===== config.mk =====
export PLATFORM = sky130hd
export DESIGN_NAME = hcmb_div
export DESIGN_NICKNAME = d
export VERILOG_FILES = /design/src/hdl/hcmb_div.sv
export SDC_FILE = /design/constraint.sdc
export NUM_CORES = 1
export LEC_CHECK = 0
export ABC_AREA = 0
export BUFFER_PORTS_ARGS = -buffer_cell sky130_fd_sc_hd__buf_2
export CORE_MARGIN = 1.5
export CORE_UTILIZATION = 29
export DETAILED_ROUTE_END_ITERATION = 8
export PLACE_DENSITY = 0.49
export SLEW_MARGIN = 40
export SYNTH_ARGS = -nofsm -noshare
export SYNTH_HDL_FRONTEND = slang
export SYNTH_SLANG_ARGS = --single-unit

===== constraint.sdc =====
create_clock -name clk -period 3.6 [get_ports clk]
set_clock_uncertainty 0.2 [all_clocks]
set_input_delay 0.72 -clock clk [delete_from_list [all_inputs] [get_ports clk]]
set_output_delay 0.72 -clock clk [all_outputs]
set_load 0.02 [all_outputs]

===== src/hdl/hcmb_div.sv =====
module hcmb_div #(
  parameter int NUM_W = 34,
  parameter int DEN_W = 9
) (
  input  logic             clk,
  input  logic             rst_n,
  input  logic             start,
  input  logic [NUM_W-1:0] num,
  input  logic [DEN_W-1:0] den,
  output logic             done,
  output logic [NUM_W-1:0] quot
);
  localparam int CNT_W = $clog2(NUM_W + 1);

  logic             busy_r;
  logic             done_r;
  logic [CNT_W-1:0] cnt_r;
  logic [DEN_W-1:0] rem_r;
  logic [DEN_W-1:0] den_r;
  logic [NUM_W-1:0] quot_r;
  logic [DEN_W:0]   rem_sh;
  logic [DEN_W:0]   rem_dif;
  logic             ge;

  // one restoring step per cycle
  always_comb begin
    rem_sh  = {rem_r, quot_r[NUM_W-1]};
    rem_dif = rem_sh - {1'b0, den_r};
    ge      = (rem_sh >= {1'b0, den_r});
  end

  // step counter
  always_ff @(posedge clk) begin
    if (!rst_n) begin
      busy_r <= 1'b0;
      done_r <= 1'b0;
      cnt_r  <= '0;
    end else begin
      done_r <= 1'b0;
      if (start) begin
        busy_r <= 1'b1;
        cnt_r  <= CNT_W'(NUM_W);
      end else if (busy_r) begin
        cnt_r <= cnt_r - 1'b1;
        if (cnt_r == CNT_W'(1)) begin
          busy_r <= 1'b0;
          done_r <= 1'b1;
        end
      end
    end
  end

  // remainder and quotient shift register
  always_ff @(posedge clk) begin
    if (start) begin
      rem_r  <= '0;
      quot_r <= num;
      den_r  <= den;
    end else if (busy_r) begin
      rem_r  <= ge ? rem_dif[DEN_W-1:0] : rem_sh[DEN_W-1:0];
      quot_r <= {quot_r[NUM_W-2:0], ge};
    end
  end

  assign done = done_r;
  assign quot = quot_r;

endmodule


# Word level (Yosys, flattened, before mapping)
# Index checks and enable logic that the tools add are counted.
# word_totals
register_bits	60
out_inout_bits	35
word_cells	25
# op_classes
add_sub_neg	2
n_lt_le_gt_ge	1
n_eq_ne	1
mux	9
n_bitwise	2
n_reduce_logical	3
# ops
op	n
34-bit 2-to-1 mux	2
6-bit 2-to-1 mux	2
10-bit by 9-bit greater-or-equal comparator with 1-bit output	1
9-bit 2-to-1 mux	1
9-bit subtractor	1
6-bit by 1-bit == test with 1-bit output, second input constant	1
6-bit by 1-bit subtractor with 6-bit output, second input constant	1
1-bit 2-to-1 mux	4
3-bit OR reduction	1
1-bit inverter	2
2-bit nonzero test	1
2-bit OR reduction	1

# Longest topological paths before layout
# Gate-level depths: netlist of run 1.
# depth
word_depth	4
mapped_depth	10
mapped_depth_nobuf	9

# Least setup slack after synthesis of run 1
# Ideal clock, no wire load.
# synth_timing
kind	register to register
start	register quot_r[33] (netlist: quot[33])
end	register rem_r[0]
setup_time_ps	88
t_arrival_ps	2292
required_ps	3312
path_slack_ps	1020
stages_incl_launch_ff	11
n_path_buf	1
period_less_slack_ps	2580
cell_sequence	edfxtp_1 -> inv_1 -> ha_1 -> inv_1 -> fa_1 -> a211oi_2 -> o21ai_2 -> a31oi_4 -> buf_6 -> nand2_2 -> a311oi_2
# synth_between
elab_chain_cells	2
elab_cells_between_ends	3
# synth_rtl
item	line_no	source
start: declaration	20	logic [NUM_W-1:0] quot_r;
start signal: assignment	57	quot_r <= num;
start signal: assignment	61	quot_r <= {quot_r[NUM_W-2:0], ge};
9-bit subtractor or 10-bit by 9-bit greater-or-equal comparator with 1-bit output (tied branches)	28, 29	
9-bit 2-to-1 mux *	60	rem_r <= ge ? rem_dif[DEN_W-1:0] : rem_sh[DEN_W-1:0];
end signal: assignment	60	
end: declaration	18	logic [DEN_W-1:0] rem_r;
# Every way passes the cells marked *; elsewhere a longest branch is shown, timed or not.
# A chain may end at the register's enable or synchronous reset.

# Final worst setup path of run 1
# layout_timing
start	register quot_r[33] (netlist: quot[33])
end	register rem_r[4]
# The elaborated chain is that of the path after synthesis.

==> results of run 1 <==
state kept, by name, summed over array words and instances (netlist names):
| register | flops |
|---|---|
| busy_r | 1 |
| cnt_r | 6 |
| den_r | 9 |
| done | 1 |
| quot | 34 |
| rem_r | 9 |
worst paths after layout:
kind | startpoint | to | slack, ps | cells past startpoint
setup / recovery | quot[33]$_DFFE_PP_ | rem_r[4]$_SDFFE_PP0P_ | 900 | 9
hold / removal | rem_r[8]$_SDFFE_PP0P_ | rem_r[8]$_SDFFE_PP0P_ | 260 | 2
setup reg to reg | quot[33]$_DFFE_PP_ | rem_r[4]$_SDFFE_PP0P_ | 900 | 9
hold reg to reg | rem_r[8]$_SDFFE_PP0P_ | rem_r[8]$_SDFFE_PP0P_ | 260 | 2
area by class of cell:
type,instances,area share [%]
flip-flops and latches,60,43.99
clock inverters,7,3.340
well taps,133,4.487
inverters,15,1.518
multi-input cells,140,31.92
repair buffers,83,11.40
clock buffers,9,3.340
layer usage:
metal	GRT usage, %	up-vias	routed length [µm]
li1	-	993	-
met1	14.68	938	2651
met2	18.98	47	2942
met3	2.508	6	279
met4	6.861	0	107
met5	0	-	0
metrics by stage:
| stage | worst slack [ps] | hold WS [ps] |
|---|---|---|
| floorplan | 1020 | 226.5 |
| global placement | 937.2 | 241.2 |
| detailed placement | 916.2 | 247.3 |
| CTS | 878.5 | 257.9 |
| global route | 706.7 | 282.3 |
| finish | 897.7 | 255.8 |
synthesized netlist by cell type (4+ instances only):
library cell	instances
sky130_fd_sc_hd__inv_1	14
sky130_fd_sc_hd__nor3_1	4
sky130_fd_sc_hd__mux2i_1	4
sky130_fd_sc_hd__dfxtp_1	17
sky130_fd_sc_hd__nor2_1	17
sky130_fd_sc_hd__mux2_1	4
sky130_fd_sc_hd__a21oi_1	4
sky130_fd_sc_hd__xor2_1	4
sky130_fd_sc_hd__o21a_1	4
sky130_fd_sc_hd__mux2_2	30
sky130_fd_sc_hd__xnor2_1	5
sky130_fd_sc_hd__edfxtp_1	43
sky130_fd_sc_hd__ha_1	11
sky130_fd_sc_hd__o21ai_0	5
sky130_fd_sc_hd__nand2_1	10
sky130_fd_sc_hd__clkbuf_1	7
logic make-up after synthesis:
| family | share of synthesized area (%) |
|---|---|
| flip-flops | 56.09 |
| AND/OR/NAND/NOR | 7.570 |
| multiplexers | 14.54 |
| AO/OA/AOI/OAI | 10.45 |
| buffers and inverters | 3.226 |
| adder cells (fa/ha/maj) | 5.419 |
| XOR/XNOR | 2.709 |
power by group through the flow:
| stage | logic [mW] | registers [mW] | clock network [mW] |
|---|---|---|---|
| 2_1_floorplan | 0.172 | 0.906 | 0 |
| 3_3_place_gp | 0.322 | 0.862 | 0 |
| 3_5_place_dp | 0.322 | 0.863 | 0 |
| 4_1_cts | 0.323 | 0.849 | 0.774 |
| 5_1_grt | 0.348 | 0.857 | 0.802 |
| 6_report | 0.317 | 0.847 | 0.753 |
worst max-delay path: cells and delay by family (launching register included):
kind / cells / cell delay, ps
AOI/OAI and AO/OA: 4 / 950
adders and majority gates: 2 / 600
buffers and inverters: 2 / 130
DFF: 1 / 420
muxes: 1 / 240
==> impl_metrics.yaml, run 1 <==
placement:
  gp_congestion: 0.7423
  numPlacedInstances: 431
  postPlaceCellArea_um2: 3461
  place_hpwl_um: 4366
  numPortBuffers: 80
clock_tree:
  cts_tree: "done"
  clock_tree.root_cell: "sky130_fd_sc_hd__clkbuf_8"
  htreeDepth: 3
  worst_setup_hold_path_clk_slew_ps: 70
  cts_sinks: 60
  postCtsResizedCells: 0
  number_of_buffers_inserted_by_hold_repair_at_cts: 0
  clock_path_buffers: 2
  worstSkewPairLatency_ps: 340
  postCtsSetupBuffers: 0
  cts_buffers: 9
routing:
  routed_wire_length_per_instance_um: 13.38
  post-route-drc-count: 0
  via_per_inst: 4.438
  drt-pass1-iter-count: 4
  first_iter_violations: 60
  postRouteAntennaNets: 0
  detail_route.wirelength_um: 5981
  num_vias: 1984
sta:
  totalNegativeSetupSlack_ps: 0
  final_hold_viol_count: 0
  tightest_slew_ps: 659.3
  maxSlewViolCount: 0
  timing.slew.headroom_pct: 55.99
  setup_viol_count_final: 0
  rsz0062_at_grt: "false"
  fmax_mhz: 370.1
  period_minus_slack_ps: 2702
  final_period_utilization_pct: 75.06
power_and_ir_drop:
  power_density_nw_per_um2: 516.9
  p_leak_nw: 1.536
  p_int_mw: 1.415
  share_clk_of_total_power_pct: 39.3
  switching_share_pct: 26.21
  net_switching_mw: 0.5025
  post-layout-total-power_mw: 1.917
  combPwrFrac_pct: 16.5
  sequential_cell_fraction_of_total_power_pct: 44.2
  ir_drop_v: 0.0002240
global_route:
  grt_antenna_before_repair: 0
  track_usage_pct: 11.81
  grt_start_max_net_pins: 36
  globalRouteOverflowTotal: 0
  number_of_global_route_vias_before_repair: 1977
  grt_pass1_wl_um: 9404
final_layout:
  area_delta_synth_final_pct: 27.48
  num_antenna_cells: 0
  final_layout_size_suffix_gt1_share_pct: 44.27
  net_count_of_the_finished_layout: 367
  register_area_um2: 1632
  stdcell_count: 447
  multi_input_area_um2: 1184
  postLayoutCellArea_um2: 3709
  layout.cells.most_common: "sky130_fd_sc_hd__buf_2"
  final.fill_count: 1000
  most_frequent_cells_in_the_layout: "sky130_fd_sc_hd__buf_2, sky130_fd_sc_hd__edfxtp_1, sky130_fd_sc_hd__mux2_2"
  layout.core_utilization_pct: 38.12
yosys:
  netlist-cell-type-count: 46
  synth-edff-count: 43
  yosys_warnings: 0
  yosys.area.top_type_share_pct: 44.39
  synthTopCellsByArea: "sky130_fd_sc_hd__edfxtp_1, sky130_fd_sc_hd__dfxtp_1, sky130_fd_sc_hd__mux2_2"
  postSynth.topFlopCell: "sky130_fd_sc_hd__edfxtp_1"
  synth_area_um2: 2909
  synthesis.instances: 223
  syn_nets: 281
  synth.largest_area_cell: "sky130_fd_sc_hd__edfxtp_1"
  ys_seq_elements: 60
  synth-seq-area-share_pct: 56.09
  synthesis.area_per_instance_um2: 13.05
  synth_async_sr_flop_share_pct: 0
setup_path:
  criticalPathCategory: "register to register"
  worstPathArrival_ps: 2690
  worst_ep_required_time_ps: 3580
  crit_path_cell_trace: "inv_1, ha_1, inv_1, fa_1, a211oi_2, o21ai_2, a31oi_4, mux2i_1, a211oi_1"
  endpoint_kind: "register"
  critical_path.max_stage_delay_ps: 440
  crit_slowest_cell: "sky130_fd_sc_hd__fa_1"
  path_common_cell: "sky130_fd_sc_hd__inv_1"
  critPathLaunchType: "register"
  critical_path.max_fanout: 14
die:
  start_util_pct: 29.90
  die_h_um: 103.2
  top_level_ports: 81
  fp-row-count: 36
  dieWidth_um: 103.2
  die_area_um2: 10640
  core_um2: 9729
flow_run:
  max_cap_violations: 0
min_path:
  min-delay-path-class: "register to register"
run_status:
  outcome: "complete, no violations"
No activity file was read; power rests on OpenSTA's default activity.
==> inputs of run 2 (changes only) <==
==> constraint.sdc (replaced) <==
create_clock -name clk -period 2.6 [get_ports clk]
set_clock_uncertainty 0.2 [all_clocks]
set_input_delay 0.52 -clock clk [delete_from_list [all_inputs] [get_ports clk]]
set_output_delay 0.52 -clock clk [all_outputs]
set_load 0.02 [all_outputs]
==> run 2 against run 1 <==
Effect of this change:
- routed wire length up 2.4%
- sequential share of layout area decreased by 0.074 points
- non-clock buffer count rose by 3
- final area increased by 0.17%
- die area is the same
- count of clock-buffer cells in the layout stayed put
- clock power up 9.8%
- critical path depth grew 1
- worst setup slack got worse by 700 ps
- first-iteration DRC count rose by 87%
- largest cell class unchanged
- register-to-register slack worse by 700 ps
- sequential power is 38% higher
==> impl_metrics.yaml, run 2 (synthesis results as in run 1) <==
routing:
  num_vias: 2024
  routed_wire_length_per_instance_um: 13.61
  drt-pass1-iter-count: 4
  detail_route.wirelength_um: 6126
  postRouteAntennaNets: 0
  post-route-drc-count: 0
  via_per_inst: 4.498
  first_iter_violations: 112
setup_path:
  worstPathArrival_ps: 2420
  critical_path.max_fanout: 14
  worst_ep_required_time_ps: 2610
  endpoint_kind: "register"
  crit_path_cell_trace: "inv_1, ha_1, inv_1, fa_2, a211oi_2, o21ai_2, a31oi_4, buf_12, mux2i_1, a211oi_1"
  criticalPathCategory: "register to register"
  cp_top_family: "compound AO/OA/AOI/OAI gates"
  critPathLaunchType: "register"
  path_common_cell: "sky130_fd_sc_hd__inv_1"
  timing.critical_path.buf_inv: 3
  critical_path.max_stage_delay_ps: 380
  crit_slowest_cell: "sky130_fd_sc_hd__edfxtp_1"
sta:
  rsz0062_at_grt: "false"
  tightest_slew_ps: 458.8
  totalNegativeSetupSlack_ps: 0
  period_minus_slack_ps: 2406
  fmax_mhz: 415.5
  setup_viol_count_final: 0
  timing.slew.headroom_pct: 69.13
  maxSlewViolCount: 0
  final_period_utilization_pct: 92.56
  final_hold_viol_count: 0
  final_hold_slack_ps: 157.0
  final_critical_path_setup_slack_ps: 193.5
clock_tree:
  postCtsResizedCells: 0
  number_of_buffers_inserted_by_hold_repair_at_cts: 0
  worstSkewPairLatency_ps: 340
  postCtsSetupBuffers: 0
  htreeDepth: 3
  clock_tree.root_cell: "sky130_fd_sc_hd__clkbuf_8"
  cts_sinks: 60
  clock_path_buffers: 2
  cts_tree: "done"
  cts_buffers: 9
  worst_setup_hold_path_clk_slew_ps: 70
placement:
  numPortBuffers: 80
  gp_congestion: 0.7792
  postPlaceCellArea_um2: 3521
  place_hpwl_um: 4363
  pre_cts_slack_ps: 127.2
flow_run:
  max_cap_violations: 0
die:
  top_level_ports: 81
  fp-row-count: 36
  core_um2: 9729
  die_area_um2: 10640
  die_h_um: 103.2
  start_util_pct: 29.90
  dieWidth_um: 103.2
global_route:
  grt_start_max_net_pins: 35
  track_usage_pct: 12.00
  grt_pass1_wl_um: 9397
  grt_antenna_before_repair: 0
  number_of_global_route_vias_before_repair: 1934
  globalRouteOverflowTotal: 0
power_and_ir_drop:
  combPwrFrac_pct: 18.8
  switching_share_pct: 28.16
  power_density_nw_per_um2: 661.3
  p_int_mw: 1.765
  p_leak_nw: 1.538
  net_switching_mw: 0.6917
  ir_drop_v: 0.0003154
  sequential_cell_fraction_of_total_power_pct: 47.6
  share_clk_of_total_power_pct: 33.6
final_layout:
  multi_input_area_um2: 1186
  postLayoutCellArea_um2: 3715
  largest_reg_flops: 34
  register_area_um2: 1632
  layout.core_utilization_pct: 38.18
  net_count_of_the_finished_layout: 370
  final_layout_size_suffix_gt1_share_pct: 44.79
  most_frequent_cells_in_the_layout: "sky130_fd_sc_hd__buf_2, sky130_fd_sc_hd__edfxtp_1, sky130_fd_sc_hd__mux2_2"
  num_antenna_cells: 0
  layout.cells.most_common: "sky130_fd_sc_hd__buf_2"
  final.fill_count: 1018
  area_delta_synth_final_pct: 27.70
min_path:
  min-delay-path-class: "primary input to register"
run_status:
  outcome: "complete, no violations"
-- run 2: changes by cell type in the layout (fill, tap and decap cells not counted), sizes merged --
cell and delta:
bufinv -2, clkinvlp +1, buf +3, inv -1
clkinv +2
-- run 2: layout make-up --
cell class / instances / area share (%)
repair buffers: 86 / 13.00
inverters: 15 / 1.516
clock inverters: 7 / 1.819
clock buffers: 9 / 3.334
flip-flops and latches: 60 / 43.92
well taps: 133 / 4.480
multi-input cells: 140 / 31.93
-- run 2: path summary, 6_finish.rpt --
kind                         start                     to  depth (start not counted)  slack (ps)
max             quot[33]$_DFFE_PP_  rem_r[1]$_SDFFE_PP0P_                         10         190
min                         den[6]     den_r[6]$_DFFE_PP_                          1         160
max reg2reg     quot[33]$_DFFE_PP_  rem_r[1]$_SDFFE_PP0P_                         10         190
min reg2reg  rem_r[8]$_SDFFE_PP0P_  rem_r[8]$_SDFFE_PP0P_                          2         250
-- run 2: power groups by stage --
| stage | Clock (mW) | Sequential, mW | Combinational (mW) |
|---|---|---|---|
| 4_1_cts | 0.849 | 1.17 | 0.467 |
| 5_1_grt | 0.886 | 1.18 | 0.507 |
| 3_5_place_dp | 0 | 1.19 | 0.465 |
| 3_3_place_gp | 0 | 1.19 | 0.464 |
| 6_report | 0.827 | 1.17 | 0.461 |
| 2_1_floorplan | 0 | 1.25 | 0.238 |
-- run 2: stage by stage --
| step | total power, mW | std cells |
|---|---|---|
| floorplan | 1.492 | 223 |
| global placement | 1.652 | 434 |
| CTS | 2.488 | 450 |
| detailed placement | 1.655 | 434 |
| finish | 2.457 | 450 |
| global route | 2.575 | 450 |
-- run 2: layer usage --
metal	share of wire, %	up-vias	track usage, %
met2	48	44	18.42
met5	0	-	0
met1	47	968	15.54
met4	2.0	0	6.549
li1	-	1003	-
met3	3.5	9	2.983
