--- src/hdl/hcmb_pkg.sv ---
package hcmb_pkg;

  // store geometry
  localparam int STORE_AW    = 16;
  localparam int STORE_DEPTH = 1 << STORE_AW;

  // field widths
  localparam int HGT_W      = 16;
  localparam int EXT_W      = 24;
  localparam int TEX_W      = 17;
  localparam int NRM_W      = 16;
  localparam int IDX_W      = 11;
  localparam int POS_W      = 8;
  localparam int GRIDCFG_W  = 9;
  localparam int CHUNKCFG_W = 8;
  localparam int CFG_IDX_W  = 3;
  localparam int CFG_DATA_W = 24;

  // normal search arithmetic
  localparam int SQ_W       = 32;
  localparam int SUM_W      = 34;
  localparam int LO_W       = 15;
  localparam int FRAC_SHIFT = 28;

  localparam logic signed [NRM_W-1:0] NRM_ONE = 16'sd16384;

  // register reset values
  localparam logic [GRIDCFG_W-1:0] GRID_RESET = 9'd256;
  localparam logic [EXT_W-1:0]     EXT_RESET  = 24'd65536;

  typedef enum logic [1:0] {
    CMD_WRITE  = 2'd0,
    CMD_VERTEX = 2'd1,
    CMD_QUAD   = 2'd2,
    CMD_NONE   = 2'd3
  } cmd_t;

  typedef enum logic [CFG_IDX_W-1:0] {
    CFG_GRID_WIDTH  = 3'd0,
    CFG_GRID_HEIGHT = 3'd1,
    CFG_EXTENT      = 3'd2,
    CFG_CHUNK_COL   = 3'd3,
    CFG_CHUNK_ROW   = 3'd4
  } cfg_idx_t;

  // request from the sequencer to the normal unit
  typedef struct packed {
    logic go;
    logic neg_x;
    logic neg_z;
  } nrm_req_t;

endpackage

--- src/hdl/hcmb_norm.sv ---
module hcmb_norm #(
  parameter int MAG_W = 25
) (
  input  logic                           clk,
  input  logic                           rst_n,
  input  hcmb_pkg::nrm_req_t             req,
  input  logic [MAG_W-1:0]               mag_x,
  input  logic [MAG_W-1:0]               mag_y,
  input  logic [MAG_W-1:0]               mag_z,
  output logic                           done,
  output logic signed [hcmb_pkg::NRM_W-1:0] nx,
  output logic signed [hcmb_pkg::NRM_W-1:0] ny,
  output logic signed [hcmb_pkg::NRM_W-1:0] nz
);
  import hcmb_pkg::*;

  localparam int P_W   = 66;
  localparam int Q_W   = 50;
  localparam int BIT_W = 4;
  localparam logic [BIT_W-1:0] TOP_BIT = BIT_W'(LO_W - 1);
  localparam logic [1:0] COMP_X = 2'd0;
  localparam logic [1:0] COMP_Y = 2'd1;
  localparam logic [1:0] COMP_Z = 2'd2;

  typedef enum logic [4:0] {
    N_IDLE  = 5'b00001,
    N_SHIFT = 5'b00010,
    N_SQ    = 5'b00100,
    N_TRY   = 5'b01000,
    N_CMP   = 5'b10000
  } nst_t;

  nst_t              st_r;
  logic              done_r;
  logic [MAG_W-1:0]  m_r [3];
  logic [SQ_W-1:0]   sq_r [3];
  logic              neg_x_r;
  logic              neg_z_r;
  logic [1:0]        comp_r;
  logic [SUM_W-1:0]  s_r;
  logic [LO_W-1:0]   lo_r;
  logic [P_W-1:0]    p_r;
  logic [P_W-1:0]    pt_r;
  logic [Q_W-1:0]    q_r;
  logic [Q_W-1:0]    qt_r;
  logic [BIT_W-1:0]  bit_r;
  logic signed [NRM_W-1:0] nx_r;
  logic signed [NRM_W-1:0] ny_r;
  logic signed [NRM_W-1:0] nz_r;

  logic              too_big;
  logic [15:0]       m_sel;
  logic [SQ_W-1:0]   sq_val;
  logic [P_W-1:0]    pt_val;
  logic [Q_W-1:0]    qt_val;
  logic [P_W-1:0]    target;
  logic              fit;
  logic [LO_W-1:0]   lo_fin;
  logic              neg_sel;
  logic signed [NRM_W-1:0] res;

  always_comb begin
    // all three magnitudes shift together until they fit in 16 bits
    too_big = ((m_r[0] >> 16) != '0) || ((m_r[1] >> 16) != '0) ||
              ((m_r[2] >> 16) != '0);
    m_sel   = m_r[comp_r][15:0];
    sq_val  = SQ_W'(m_sel) * SQ_W'(m_sel);
    // trial (lo + 2^b)^2 * s built from lo*s and lo^2*s
    pt_val  = p_r + (P_W'(q_r) << ({1'b0, bit_r} + 5'd1)) +
              (P_W'(s_r) << {bit_r, 1'b0});
    qt_val  = q_r + (Q_W'(s_r) << bit_r);
    target  = P_W'(sq_r[comp_r]) << FRAC_SHIFT;
    fit     = (pt_r <= target);
    lo_fin  = fit ? (lo_r | (LO_W'(1) << bit_r)) : lo_r;
    case (comp_r)
      COMP_X:  neg_sel = neg_x_r;
      COMP_Z:  neg_sel = neg_z_r;
      default: neg_sel = 1'b0;
    endcase
    res = neg_sel ? -$signed(NRM_W'(lo_fin)) : $signed(NRM_W'(lo_fin));
  end

  // sequencer and datapath
  always_ff @(posedge clk) begin
    if (!rst_n) begin
      st_r   <= N_IDLE;
      done_r <= 1'b0;
    end else begin
      done_r <= 1'b0;
      case (st_r)
        N_IDLE: begin
          if (req.go) begin
            m_r[0]  <= mag_x;
            m_r[1]  <= mag_y;
            m_r[2]  <= mag_z;
            neg_x_r <= req.neg_x;
            neg_z_r <= req.neg_z;
            st_r    <= N_SHIFT;
          end
        end
        N_SHIFT: begin
          if (too_big) begin
            m_r[0] <= m_r[0] >> 1;
            m_r[1] <= m_r[1] >> 1;
            m_r[2] <= m_r[2] >> 1;
          end else begin
            comp_r <= COMP_X;
            s_r    <= '0;
            st_r   <= N_SQ;
          end
        end
        N_SQ: begin
          sq_r[comp_r] <= sq_val;
          s_r          <= s_r + SUM_W'(sq_val);
          if (comp_r == COMP_Z) begin
            comp_r <= COMP_X;
            lo_r   <= '0;
            p_r    <= '0;
            q_r    <= '0;
            bit_r  <= TOP_BIT;
            st_r   <= N_TRY;
          end else begin
            comp_r <= comp_r + 1'b1;
          end
        end
        N_TRY: begin
          pt_r <= pt_val;
          qt_r <= qt_val;
          st_r <= N_CMP;
        end
        N_CMP: begin
          if (fit) begin
            p_r <= pt_r;
            q_r <= qt_r;
          end
          lo_r <= lo_fin;
          st_r <= N_TRY;
          if (bit_r == '0) begin
            case (comp_r)
              COMP_X:  nx_r <= res;
              COMP_Y:  ny_r <= res;
              default: nz_r <= res;
            endcase
            lo_r  <= '0;
            p_r   <= '0;
            q_r   <= '0;
            bit_r <= TOP_BIT;
            if (comp_r == COMP_Z) begin
              done_r <= 1'b1;
              st_r   <= N_IDLE;
            end else begin
              comp_r <= comp_r + 1'b1;
            end
          end else begin
            bit_r <= bit_r - 1'b1;
          end
        end
        default: st_r <= N_IDLE;
      endcase
    end
  end

  assign done = done_r;
  assign nx   = nx_r;
  assign ny   = ny_r;
  assign nz   = nz_r;

endmodule

--- config.mk ---
export PLATFORM = sky130hd
export DESIGN_NAME = hcmb_norm
export DESIGN_NICKNAME = d
export VERILOG_FILES = /design/src/hdl/hcmb_pkg.sv /design/src/hdl/hcmb_norm.sv
export SDC_FILE = /design/constraint.sdc
export NUM_CORES = 2
export LEC_CHECK = 0
export ABC_CLOCK_PERIOD_IN_PS = 15100
export BUFFER_PORTS_ARGS = -buffer_cell sky130_fd_sc_hd__buf_4
export CORE_AREA = 5 5 341 427
export DETAILED_ROUTE_END_ITERATION = 16
export DIE_AREA = 0 0 346 432
export GPL_TIMING_DRIVEN = 1
export PLACE_DENSITY_LB_ADDON = 0.2
export SETUP_SLACK_MARGIN = 0.2
export SYNTH_ARGS = -nofsm -noshare
export SYNTH_HDL_FRONTEND = slang
export SYNTH_SLANG_ARGS = --single-unit
--- constraint.sdc ---
create_clock -name clk -period 15.1 [get_ports clk]
set_clock_uncertainty 0.05 [all_clocks]
set_input_delay 1.51 -clock clk [delete_from_list [all_inputs] [get_ports clk]]
set_output_delay 1.51 -clock clk [all_outputs]
set_load 0.02 [all_outputs]
### Word level (Yosys, flattened, before mapping)

Memories as Yosys holds them, arrays and structs flattened. A register that Yosys moved wholly into a read port is not among the register bits.
Cells that the tools add are included.

| storage, ports and cells | value |
|---|---|
| word-level logic and storage cells | 118 |
| output and inout bits | 49 |
| input bits | 80 |
| register bits | 343 |
| memories | 2 |
| ROM bits | 0 |
| RAM bits | 171 |
| latch bits | 0 |

Memories:

| memory | words | bits a word | rd ports | clocked after memory_dff | wr ports | line | source |
|---|---|---|---|---|---|---|---|
| sq_r | 3 | 32 | 1 | 1 | 1 | hcmb_norm.sv:36 | `logic [SQ_W-1:0] sq_r [3];` |
| m_r | 3 | 25 | 4 | 1 | 3 | hcmb_norm.sv:35 | `logic [MAG_W-1:0] m_r [3];` |

| operators by class | value |
|---|---|
| $lt $le $gt $ge | 1 |
| divide/modulo/power cells | 0 |
| add/subtract/negate cells | 8 |
| shift operators | 4 |
| multipliers | 1 |
| muxes and demuxes | 47 |
| equal/unequal tests | 13 |
| bitwise logic cells | 5 |
| reduce and logical (&&, ||, !) cells | 22 |

Operators by type and width:

| operator | number |
|---|---|
| 66-bit 2-to-1 mux | 3 |
| 50-bit 2-to-1 mux | 3 |
| 66-bit adder | 2 |
| 66-bit one-hot mux with 2 select lines | 1 |
| 50-bit one-hot mux with 2 select lines | 1 |
| 25-bit 2-to-1 mux | 3 |
| 25-bit nonzero test | 3 |
| 34-bit one-hot mux with 2 select lines | 1 |
| 66-bit by 60-bit <= comparator with 1-bit output | 1 |
| 34-bit by 5-bit << shifter with 66-bit output | 1 |
| 50-bit by 5-bit << shifter with 66-bit output | 1 |
| 50-bit adder | 1 |
| 34-bit by 4-bit << shifter with 50-bit output | 1 |
| 15-bit 2-to-1 mux | 3 |
| 34-bit by 32-bit adder with 34-bit output | 1 |
| 34-bit 2-to-1 mux | 1 |
| 16-bit by 16-bit multiplier with 32-bit output | 1 |
| 15-bit one-hot mux with 2 select lines | 1 |
| 5-bit one-hot mux with 5 select lines | 1 |
| 16-bit 2-to-1 mux | 1 |
| 4-bit 2-to-1 mux | 4 |
| 15-bit negator with 16-bit output | 1 |
| 4-bit AND reduction | 4 |
| 5-bit 2-to-1 mux | 3 |
| 30 further kinds | 58 |

### Longest topological paths before layout

An unclocked memory read counts as a cell.

| logic depth | value |
|---|---|
| word-level depth | 9 |
| depth in mapped cells | 40 |
| depth with buffers taken out | 37 |

### Worst setup path after synthesis

No wires, ideal clock.

| path | value |
|---|---|
| kind | input to register |
| start | in rst_n |
| end | reg pt_r[0], enable pin |
| data required time | 14.134 ns |
| arrival time | 13.686 ns |
| stages on the path | 3 |
| slack | 0.449 ns |
| setup time | 0.916 ns |
| cell sequence | clkbuf_1 -> nand2_1 -> nor4b_1 |

| between the ends | value |
|---|---|
| cells in the longest elaborated chain, start to end | 1 |

Ends and longest elaborated chain:

| item | line | source |
|---|---|---|
| start, declared | hcmb_norm.sv:5 | `input logic rst_n,` |
| 2-bit AND reduction (no line) | -- |  |
| end signal, assigned | hcmb_norm.sv:127 | `pt_r <= pt_val;` |
| end, declared | hcmb_norm.sv:43 | `logic [P_W-1:0] pt_r;` |

No other way between the ends.
A chain may end at the register's enable or synchronous reset.

==> impl_metrics.py <==
metrics = {
    "outcome": {
        "outcome": "complete, no violations",
    },
    "critical_path": {
        "worstPathRequired_ns": 15.44,
        "cp_max_fo": 33,
        "arrival_ns": 10.53,
        "endpoint_kind": "flop",
        "path_buf_inv": 7,
        "cpPeakStageDelay_ns": 0.64,
        "r2r-end": "s_r[33]",
        "r2r_slack_ns": 4.91,
        "r2r_cells": 36,
        "cp_slowest_cell": "dfxtp_2",
        "start_kind": "flop",
        "path_delay_family": "adder cells",
        "path_class": "flop to flop",
    },
    "synth": {
        "synth_cell_types": 86,
        "syn_avg_cell_area_um2": 10.1,
        "ys_seq_elements": 513,
        "synth_edf_count": 505,
        "syn-num-nets": 4759,
        "synth_ff_type": "edfxtp_1",
        "async_flop_share_pct": 0,
        "yosysSeqAreaShare_pct": 36.5,
        "synth_top_area_cell": "edfxtp_1",
        "syn_area_um2": 42000,
        "yosys-top-cells-area": "edfxtp_1, fa_1, ha_1",
        "synth_top_area_share_pct": 36.1,
        "syn_inst": 4164,
        "ys_warn_count": 0,
    },
    "die": {
        "die_w_um": 346,
        "rows": 154,
        "die_h_um": 432,
        "coreArea_um2": 141000,
        "ioPinCount": 129,
        "start_util_pct": 29.9,
        "die_area_um2": 149000,
    },
    "grt": {
        "grt_overflow_total": 0,
        "antenna_found_initial": 0,
        "grtUsageTotal_pct": 17.7,
        "grt_pass1_vias": 32200,
        "grt_pass1_wl_mm": 204,
        "grt_max_degree": 136,
    },
    "place": {
        "place_hpwl_mm": 107,
        "io_buffer_count": 128,
        "routabilityCongestion": 0.942,
        "place_area_um2": 45000,
    },
    "sta": {
        "hold_viol_final": 0,
        "fin_tns_setup_ns": 0,
        "tightest_slew_ns": 1.13,
        "fin_crit_sh_pct": 67.5,
        "slew-limit-headroom_pct": 24.4,
        "rsz0062_at_grt": "no",
        "max_freq_mhz": 98.1,
        "setup_violations": 0,
        "fin_crit_ns": 10.19,
        "finalMaxSlewViolations": 0,
    },
    "hold_path": {
        "worstHoldStart": "pt_r[64]",
        "worstHoldPathCells": 1,
        "hp-class": "flop to flop",
        "min_to": "p_r[64]",
    },
    "detailed_routing": {
        "ant_nets": 0,
        "drtIter0Drc": 1994,
        "dr.pass1.iters": 6,
        "routedWlPerCell_um": 22.2,
        "vias_per_cell": 5.14,
        "num_vias": 31500,
        "drc": 0,
        "wl_mm": 136,
    },
    "clock_tree": {
        "htreeDepth": 2,
        "cts_buffers": 61,
        "cts_tree": "yes",
        "clock_path_buffers": 3,
        "cts_sinks": 513,
        "clk_latency_ns": 0.69,
        "postCtsSetupBuffers": 0,
        "cts.repair.resized": 0,
        "postCtsHoldBufs": 0,
        "clockRootBuffer": "clkbuf_16",
        "clk_pin_slew_worst_paths_ns": 0.07,
    },
    "finish": {
        "n_antenna_cell": 0,
        "final_area_um2": 47200,
        "nets": 4793,
        "drive_gt1_share_pct": 10.5,
        "syn2layout_area_growth_pct": 12.2,
        "final_core_util_pct": 33.5,
    },
    "power": {
        "p_comb_share_pct": 64.7,
        "p_sw_share_pct": 46.8,
        "seq_power_share_pct": 19.7,
        "p_leak_nw": 19.3,
        "clkPwrFrac_pct": 15.6,
        "vdd_ir_drop_max_mv": 0.436,
        "power_switching_mw": 4.83,
        "power_density_nw_per_um2": 219,
        "p_int_mw": 5.49,
    },
    "flow_run": {
        "cap_violations": 0,
    },
}
-- layout by cell type, fill, tap and decap left out, types with 8 or more instances in the layout --
master     count
a21o_1       106
mux4_2        39
clkinv_2      10
clkinv_1      16
inv_1        300
nand2b_1      44
nor2_1       402
o21a_1        47
nor4_1        21
nor3_1        28
or3_1         14
clkbuf_16     62
o21ai_0      240
and2_1        35
o211ai_1      23
or2_2          8
ha_1         287
mux2_2        88
edfxtp_1     505
bufinv_16     11
and3_1       147
a211oi_1      30
nand2_1      371
xnor2_1      120
nand3_1       53
o21ai_1       13
a221oi_1       8
mux2i_1      162
o31ai_1       12
clkbuf_1      12
o21bai_1      28
a31oi_1       35
o22ai_1       22
xor2_1        62
buf_4        169
fa_1         227
nand4_1       33
nor2b_1       30
a21oi_1      275
-- cell families after synthesis --
kind of cell	share of synthesized area (%)
and+or+nand+nor	13.4
AOI/OAI and AO/OA	13.9
adders and majority gates	19.4
buffers and inverters	4.65
DFF	36.5
muxes	8.31
xor gates and xnor gates	3.84
-- flip-flops by register name, indices dropped and copies added (netlist names), 2 cells and up, named ones only --
name and flops:
bit_r 4, comp_r 2, lo_r 15, m_r 75
nx 16, ny 16, nz 16, p_r 66
pt_r 66, q_r 50, qt_r 50, s_r 34
sq_r 93, st_r 5
-- per-stage QoR --
step	cells	hold slack, ns	worst slack, ns	total power [mW]
global route	6123	0.502	4.26	11.3
global placement	6006	0.471	5.01	8.74
finish	6123	0.476	4.91	10.3
detailed placement	6007	0.478	4.91	8.75
floorplan	4164	0.423	0.449	6.97
CTS	6123	0.466	4.83	10.4
-- worst register-to-register path: cells and delay by family (launching register included) --
family,cells,cell delay [ns]
xor+xnor,2,0.38
buf+inv,7,0.89
simple gates,3,0.63
fa+ha+maj,8,3.70
compound gates,15,3.32
mux,1,0.26
flops,1,0.64
-- cell type report --
cell class,instances,area (um^2)
Fill cell,14400,93500
Multi-Input combinational cell,3138,24800
Inverter,313,1170
Clock buffer,81,1690
Clock inverter,35,474
Timing Repair Buffer,171,1290
Sequential cell,513,15300
Tap cell,1872,2340
-- synth_stat cells, types with 33 or more instances --
library cell	n
a21o_1	107
a21oi_1	276
a31oi_1	35
and2_1	35
and3_1	147
clkbuf_1	162
edfxtp_1	505
fa_1	227
ha_1	288
inv_1	301
mux2_2	88
mux2i_1	162
mux4_2	39
nand2_1	373
nand2b_1	44
nand3_1	53
nand4_1	33
nor2_1	402
o21a_1	47
o21ai_0	241
xnor2_1	122
xor2_1	62
-- how the worst max path moves through the flow --
stage | cells past startpoint | from | end
finish | 36 | flop | s_r[33]
global route | 36 | flop | s_r[33]
CTS | 35 | flop | s_r[33]
detailed placement | 34 | flop | s_r[33]
global placement | 35 | flop | s_r[33]
floorplan | 3 | rst_n | pt_r[0]
-- per-layer routing --
| layer | global-route usage [%] | wire length (um) | vias to the layer above |
|---|---|---|---|
| met4 | 6.77 | 5740 | 0 |
| met3 | 1.78 | 4060 | 220 |
| met1 | 21.2 | 55800 | 15700 |
| met2 | 32.8 | 70600 | 627 |
| li1 | - | - | 15000 |
| met5 | 0 | 0 | - |
-- power groups by stage --
stage	clock, mW	sequential [mW]	combinational (mW)
5_1_grt	1.71	2.04	7.52
3_3_place_gp	0	2.07	6.67
6_report	1.61	2.04	6.68
3_5_place_dp	0	2.07	6.69
4_1_cts	1.67	2.04	6.74
2_1_floorplan	0	2.05	4.92
No activity file was read; power rests on OpenSTA's default activity.
